<file path="config.mk">
export PLATFORM = sky130hd
export DESIGN_NAME = chol_ctrl
export DESIGN_NICKNAME = d
export VERILOG_FILES = /design/src/rtl/chol_pkg.sv /design/src/rtl/chol_ctrl.sv
export SDC_FILE = /design/constraint.sdc
export NUM_CORES = 1
export LEC_CHECK = 0
export ABC_AREA = 0
export BUFFER_PORTS_ARGS = -buffer_cell sky130_fd_sc_hd__buf_4
export CAP_MARGIN = 40
export CORE_MARGIN = 1.5
export CORE_UTILIZATION = 60
export DETAILED_ROUTE_END_ITERATION = 7
export PLACE_DENSITY = 0.84
export SYNTH_ARGS = -nofsm -noshare
export SYNTH_HDL_FRONTEND = slang
export SYNTH_SLANG_ARGS = --single-unit
</file>
<file path="constraint.sdc">
create_clock -name clk -period 10.95 [get_ports clk]
set_input_delay 0.5475 -clock clk [delete_from_list [all_inputs] [get_ports clk]]
set_output_delay 0.5475 -clock clk [all_outputs]
set_load 0.01 [all_outputs]
</file>
<file path="src/rtl/chol_pkg.sv">
// ----------------------------------------------------------------------------
// chol_pkg
// Shared types and constants for the Cholesky factorization block.
// ----------------------------------------------------------------------------
package chol_pkg;

  localparam int DATA_W    = 32;
  localparam int WIDE_W    = 64;
  localparam int IDX_W     = 3;
  localparam int SIZE_W    = 4;
  localparam int CNT_W     = 7;
  localparam int MAX_N_DEF = 8;
  localparam logic [SIZE_W-1:0] SIZE_RESET = 4'd8;

  // controller states
  typedef enum logic [3:0] {
    ST_LOAD,
    ST_MRD,
    ST_MMUL,
    ST_MACC,
    ST_ARD,
    ST_ASUB,
    ST_CHK,
    ST_SQRT,
    ST_DIV,
    ST_NEXT,
    ST_ORD,
    ST_OLD,
    ST_OWAIT
  } state_t;

  // commands from controller to datapath
  typedef struct packed {
    logic              load_we;
    logic [CNT_W-1:0]  load_idx;
    logic [SIZE_W-1:0] n;
    logic [IDX_W-1:0]  i;
    logic [IDX_W-1:0]  j;
    logic [IDX_W-1:0]  k;
    logic              rd_en;
    logic              mul_en;
    logic              acc_clr;
    logic              acc_en;
    logic              sub_en;
    logic              sqrt_start;
    logic              div_start;
    logic              wr_l;
    logic              wr_diag;
    logic              out_load;
    logic              out_zero;
    logic              out_last;
    logic              out_err;
  } cmd_t;

  // status from datapath to controller
  typedef struct packed {
    logic nonpos;
    logic done;
    logic out_taken;
  } sts_t;

endpackage

</file>
<file path="src/rtl/chol_ctrl.sv">
// ----------------------------------------------------------------------------
// chol_ctrl
// Sequencer: load counting, column/row/term loops and output ordering.
// ----------------------------------------------------------------------------
module chol_ctrl #(
  parameter int MAX_N = chol_pkg::MAX_N_DEF
) (
  input  logic                       clk,
  input  logic                       rst_n,
  input  logic [chol_pkg::SIZE_W-1:0] size_used,
  input  logic                       in_valid,
  input  logic                       in_first,
  output logic                       in_stall,
  input  chol_pkg::sts_t             sts,
  output chol_pkg::cmd_t             cmd
);

  chol_pkg::state_t              state_r, state_nxt;
  logic [chol_pkg::CNT_W-1:0]    cnt_r, cnt_nxt;
  logic [chol_pkg::SIZE_W-1:0]   n_r, n_nxt;
  logic [chol_pkg::IDX_W-1:0]    i_r, i_nxt, j_r, j_nxt, k_r, k_nxt;
  logic                          err_r, err_nxt;
  logic [chol_pkg::SIZE_W-1:0]   ecol_r, ecol_nxt;
  logic [chol_pkg::SIZE_W-1:0]   nuse;
  logic [chol_pkg::CNT_W-1:0]    total, idx;
  logic [chol_pkg::SIZE_W-1:0]   i_w, j_w, k_w;

  // clamp the configured order
  always_comb begin
    if (size_used == '0) begin
      nuse = chol_pkg::SIZE_W'(1);
    end else if (size_used > chol_pkg::SIZE_W'(MAX_N)) begin
      nuse = chol_pkg::SIZE_W'(MAX_N);
    end else begin
      nuse = size_used;
    end
  end

  assign total = chol_pkg::CNT_W'(nuse) * chol_pkg::CNT_W'(nuse);
  assign idx   = (in_first || cnt_r >= total) ? '0 : cnt_r;
  assign i_w   = {1'b0, i_r};
  assign j_w   = {1'b0, j_r};
  assign k_w   = {1'b0, k_r};
  assign in_stall = (state_r != chol_pkg::ST_LOAD);

  // state register
  always_ff @(posedge clk) begin
    if (!rst_n) begin
      state_r <= chol_pkg::ST_LOAD;
      cnt_r   <= '0;
      n_r     <= chol_pkg::SIZE_RESET;
      i_r     <= '0;
      j_r     <= '0;
      k_r     <= '0;
      err_r   <= 1'b0;
      ecol_r  <= '0;
    end else begin
      state_r <= state_nxt;
      cnt_r   <= cnt_nxt;
      n_r     <= n_nxt;
      i_r     <= i_nxt;
      j_r     <= j_nxt;
      k_r     <= k_nxt;
      err_r   <= err_nxt;
      ecol_r  <= ecol_nxt;
    end
  end

  // next state and commands
  always_comb begin
    state_nxt = state_r;
    cnt_nxt   = cnt_r;
    n_nxt     = n_r;
    i_nxt     = i_r;
    j_nxt     = j_r;
    k_nxt     = k_r;
    err_nxt   = err_r;
    ecol_nxt  = ecol_r;
    cmd            = '0;
    cmd.n          = n_r;
    cmd.i          = i_r;
    cmd.j          = j_r;
    cmd.k          = k_r;
    cmd.load_idx   = idx;
    cmd.out_err    = err_r;
    case (state_r)
      chol_pkg::ST_LOAD: begin
        cmd.n = nuse;
        if (in_valid) begin
          cmd.load_we = 1'b1;
          cnt_nxt = idx + chol_pkg::CNT_W'(1);
          if (idx + chol_pkg::CNT_W'(1) == total) begin
            cnt_nxt     = '0;
            n_nxt       = nuse;
            i_nxt       = '0;
            j_nxt       = '0;
            k_nxt       = '0;
            err_nxt     = 1'b0;
            ecol_nxt    = nuse;
            cmd.acc_clr = 1'b1;
            state_nxt   = chol_pkg::ST_MRD;
          end
        end
      end
      chol_pkg::ST_MRD: begin
        if (k_r == j_r) begin
          state_nxt = chol_pkg::ST_ARD;
        end else begin
          cmd.rd_en = 1'b1;
          state_nxt = chol_pkg::ST_MMUL;
        end
      end
      chol_pkg::ST_MMUL: begin
        cmd.mul_en = 1'b1;
        state_nxt  = chol_pkg::ST_MACC;
      end
      chol_pkg::ST_MACC: begin
        cmd.acc_en = 1'b1;
        k_nxt      = k_r + 1'b1;
        state_nxt  = chol_pkg::ST_MRD;
      end
      chol_pkg::ST_ARD: begin
        cmd.rd_en = 1'b1;
        state_nxt = chol_pkg::ST_ASUB;
      end
      chol_pkg::ST_ASUB: begin
        cmd.sub_en = 1'b1;
        state_nxt  = chol_pkg::ST_CHK;
      end
      chol_pkg::ST_CHK: begin
        if (i_r == j_r) begin
          if (sts.nonpos) begin
            err_nxt   = 1'b1;
            ecol_nxt  = j_w;
            i_nxt     = '0;
            k_nxt     = '0;
            state_nxt = chol_pkg::ST_ORD;
          end else begin
            cmd.sqrt_start = 1'b1;
            state_nxt      = chol_pkg::ST_SQRT;
          end
        end else begin
          cmd.div_start = 1'b1;
          state_nxt     = chol_pkg::ST_DIV;
        end
      end
      chol_pkg::ST_SQRT: begin
        if (sts.done) begin
          cmd.wr_l    = 1'b1;
          cmd.wr_diag = 1'b1;
          state_nxt   = chol_pkg::ST_NEXT;
        end
      end
      chol_pkg::ST_DIV: begin
        if (sts.done) begin
          cmd.wr_l  = 1'b1;
          state_nxt = chol_pkg::ST_NEXT;
        end
      end
      chol_pkg::ST_NEXT: begin
        cmd.acc_clr = 1'b1;
        k_nxt       = '0;
        state_nxt   = chol_pkg::ST_MRD;
        if (i_w + 1'b1 == n_r) begin
          if (j_w + 1'b1 == n_r) begin
            i_nxt     = '0;
            state_nxt = chol_pkg::ST_ORD;
          end else begin
            j_nxt = j_r + 1'b1;
            i_nxt = j_r + 1'b1;
          end
        end else begin
          i_nxt = i_r + 1'b1;
        end
      end
      chol_pkg::ST_ORD: begin
        cmd.rd_en = 1'b1;
        state_nxt = chol_pkg::ST_OLD;
      end
      chol_pkg::ST_OLD: begin
        cmd.out_load = 1'b1;
        cmd.out_zero = (k_r > i_r) || (k_w >= ecol_r);
        cmd.out_last = (i_w + 1'b1 == n_r) && (k_w + 1'b1 == n_r);
        state_nxt    = chol_pkg::ST_OWAIT;
      end
      chol_pkg::ST_OWAIT: begin
        if (sts.out_taken) begin
          state_nxt = chol_pkg::ST_ORD;
          if (k_w + 1'b1 == n_r) begin
            k_nxt = '0;
            if (i_w + 1'b1 == n_r) begin
              i_nxt     = '0;
              state_nxt = chol_pkg::ST_LOAD;
            end else begin
              i_nxt = i_r + 1'b1;
            end
          end else begin
            k_nxt = k_r + 1'b1;
          end
        end
      end
      default: begin
        state_nxt = chol_pkg::ST_LOAD;
      end
    endcase
  end

endmodule

</file>
==> impl_metrics.ini <==
[setup_path]
cp-start-kind = input pin
cpPeakStageDelay_ps = 460
r2r_start = cnt_r[0]
worstSetupEndpointType = primary output
critical_path_class = input pin to primary output
crit_path_top_delay_cell = fa_1
cp_max_fo = 11
r2r_setup_slack_ps = 6320
path_buf_inv = 4
critPathTopFamily = simple AND/OR/NAND/NOR gates
critical_path_arrival_ps = 5620
crit_path_cell_trace = buf_4, nor2b_1, and3_1, inv_1, fa_1, inv_1, a21o_1, a21oi_1, xor2_1, ha_1, a211oi_1, o21ai_1, nor2_1, and2_1, ha_1, nand3_2, or3_1, a211o_1, xnor3_2, and3_2, nand3_1, o21ai_0, buf_4
rr_worst_depth = 15
cp_data_required_time_ps = 10400
r2r_end = ecol_r[0]
critical_path_depth = 23

[floorplanning]
die_area_sq_um = 5230
coreArea_sq_um = 4660
rows = 25
io_pins = 46
initial_core_util = 0.618
chipHeight_um = 72.3
die_w_um = 72.3

[layout]
instances_no_fill = 469
seqCellArea_sq_um = 581
syn2layout_area_growth_pct = 13.8
num-fill-cells = 399
num_antenna_cells = 0
fin_nets = 445
multi_input_area_sq_um = 2120
drive_above_1_share = 0.183
stdcell_area_sq_um = 3280

[min_path]
hold_depth = 2
hold_end = err_r
hold_start = err_r
hold_path_class = flop to flop

[synthesis]
synth_seq_area_share = 0.202
yosysUniqueCellTypes = 79
syn_inst = 381
yosysWarnings = 0
synth_edf_count = 0
ys_ff_latch = 29
synth_area_sq_um = 2880
ys.flop_type = dfxtp_1
postSynthAreaPerCell_sq_um = 7.56
ys_async_sr_fraction = 0

[sta]
final_hold_viol_count = 0
fmax_mhz = 162
fin_setup_tns_ps = 0
slew_headroom = 0.450
worst_pin_slew_ps = 819
fin_crit_ps = 6170
clock_skew_ps = 13.4
rsz0062_at_grt = no
drv_slew = 0
fin_crit_sh = 0.563
setup_viol = 0

[clocking]
cts.sinks = 29
cts_htree_levels = 2
cts_made_buffers = 5
cts_setup_buffers = 0
clock_path_buffers = 2
clk_pin_slew_ps = 70
cts_tree = done
cts-root-buf = clkbuf_8
cts_resized = 0
clock_latency_ps = 290
holdBufCountCts = 0

[outcome]
status = finished, final reports clean

[run]
drv_cap = 0

[power]
p_total_mw = 0.503
p_per_area_nw_per_um2 = 154
power.leakage_nw = 1.41
peakVddDrop_uv = 103

[placement]
placed_area_sq_um = 3190
dp_hpwl_mm = 5.87
port_buffers = 45
dp.cells = 461
gp_congestion = 0.937

[drt]
wl_per_cell_um = 16.4
drt-total-wl_mm = 7.69
ant_nets = 0
drtIter0Drc = 313
via_count = 2924
dr.pass1.iters = 5
drcViolationCount = 0
viasPerCell = 6.23

[global_route]
grt_first_pass_wirelength_mm = 12.7
grt_max_degree = 20
antenna_found_initial = 0
first_global_vias = 2628
overflow = 0
globalRouteTotalUtil = 0.311
==> cell type report <==
cell class / instances / area share
Multi-Input combinational cell: 309 / 0.646
Sequential cell: 29 / 0.177
Timing Repair Buffer: 45 / 0.103
Inverter: 24 / 0.0275
Clock buffer: 6 / 0.0221
Tap cell: 54 / 0.0206
Clock inverter: 2 / 0.00305
==> worst register-to-register path, stage by stage, from the launching register on <==
cell and delay, ps:
dfxtp_1 410, inv_1 160, ha_1 340, nor4b_2 350, nor3_2 130, nor2_1 370
and2_1 220, ha_1 240, nand3_2 120, or3_1 390, a211o_1 320, xnor3_2 240
and3_2 200, a21oi_1 580, nor2_1 220, a311oi_1 260
==> per-layer routing <==
layer,vias to the layer above,global-route usage,part of all wire
met3,9,0.0514,0.054
met1,1371,0.436,0.46
met2,108,0.491,0.48
met4,0,0.0985,0.011
met5,-,0,0
li1,1436,-,-
==> worst max-delay path by stage <==
stage / end / slack [ps] / startpoint
2_1_floorplan: cmd[10] / 5380 / size_used[3]
3_3_place_gp: cmd[10] / 5010 / size_used[3]
3_5_place_dp: cmd[10] / 4780 / size_used[3]
4_1_cts: cmd[10] / 4810 / size_used[3]
5_1_grt: cmd[10] / 4410 / size_used[3]
6_report: cmd[10] / 4780 / size_used[3]
==> synthesized netlist by cell type, types with 3 or more instances <==
cell / count / area share
a211oi_1: 5 / 0.013
a21o_1: 5 / 0.013
a21oi_1: 30 / 0.052
a311oi_1: 5 / 0.015
and2_1: 8 / 0.017
and3_1: 5 / 0.011
clkbuf_1: 15 / 0.020
dfxtp_1: 29 / 0.20
ha_1: 19 / 0.083
inv_1: 21 / 0.027
mux2i_1: 5 / 0.017
nand2_1: 44 / 0.057
nand2b_1: 5 / 0.011
nand3_1: 11 / 0.019
nand3b_1: 3 / 0.0078
nand4_1: 4 / 0.0087
nor2_1: 30 / 0.039
nor2b_1: 7 / 0.015
nor3_1: 9 / 0.016
nor3b_1: 3 / 0.0078
nor4_1: 3 / 0.0065
o21a_1: 3 / 0.0078
o21ai_0: 11 / 0.019
o22ai_1: 3 / 0.0065
o31ai_1: 3 / 0.0078
o32ai_1: 3 / 0.0091
or2_2: 3 / 0.0065
or3_1: 5 / 0.011
xnor2_1: 10 / 0.030
xor2_1: 14 / 0.043
==> metrics by stage <==
stage	utilization	hold slack (ps)	setup WS (ps)
2_1_floorplan	-	436	5380
3_3_place_gp	0.685	460	5010
3_5_place_dp	0.685	475	4780
4_1_cts	0.703	484	4810
5_1_grt	0.703	533	4410
6_report	0.703	482	4780
==> kinds of logic (layout without fill, tap and decap cells) <==
group	count (synthesis)	in the layout	share of synthesized area
simple gates	159	159	0.296
flops	29	29	0.202
other cells	1	2	0.00130
buf+inv	44	77	0.0643
xor+xnor	25	25	0.0812
mux	6	6	0.0213
compound gates	97	97	0.245
fa+ha+maj	20	20	0.0895
==> layout by cell type (no fill, tap or decap), types with 8 or more instances in the layout <==
cell | synthesis | layout
a21oi_1 | 30 | 30
and2_1 | 8 | 8
buf_4 | 1 | 45
dfxtp_1 | 29 | 29
ha_1 | 19 | 19
inv_1 | 21 | 21
nand2_1 | 44 | 44
nand3_1 | 11 | 11
nor2_1 | 30 | 30
nor3_1 | 9 | 9
o21ai_0 | 11 | 11
xnor2_1 | 10 | 10
xor2_1 | 14 | 14
==> state kept, by name (all words and copies together), names as in the netlist <==
name,cells
cnt_r,7
ecol_r,4
err_r,1
i_r,3
j_r,3
k_r,3
n_r,4
state_r,4
==> where the power goes <==
part	total, mW	leakage [nW]	switching, mW	internal, mW
registers	0.152	0.235	0.0319	0.120
clock network	0.0879	0.0450	0.0440	0.0440
logic	0.263	1.13	0.156	0.107
(Power assumes the default switching activity.)
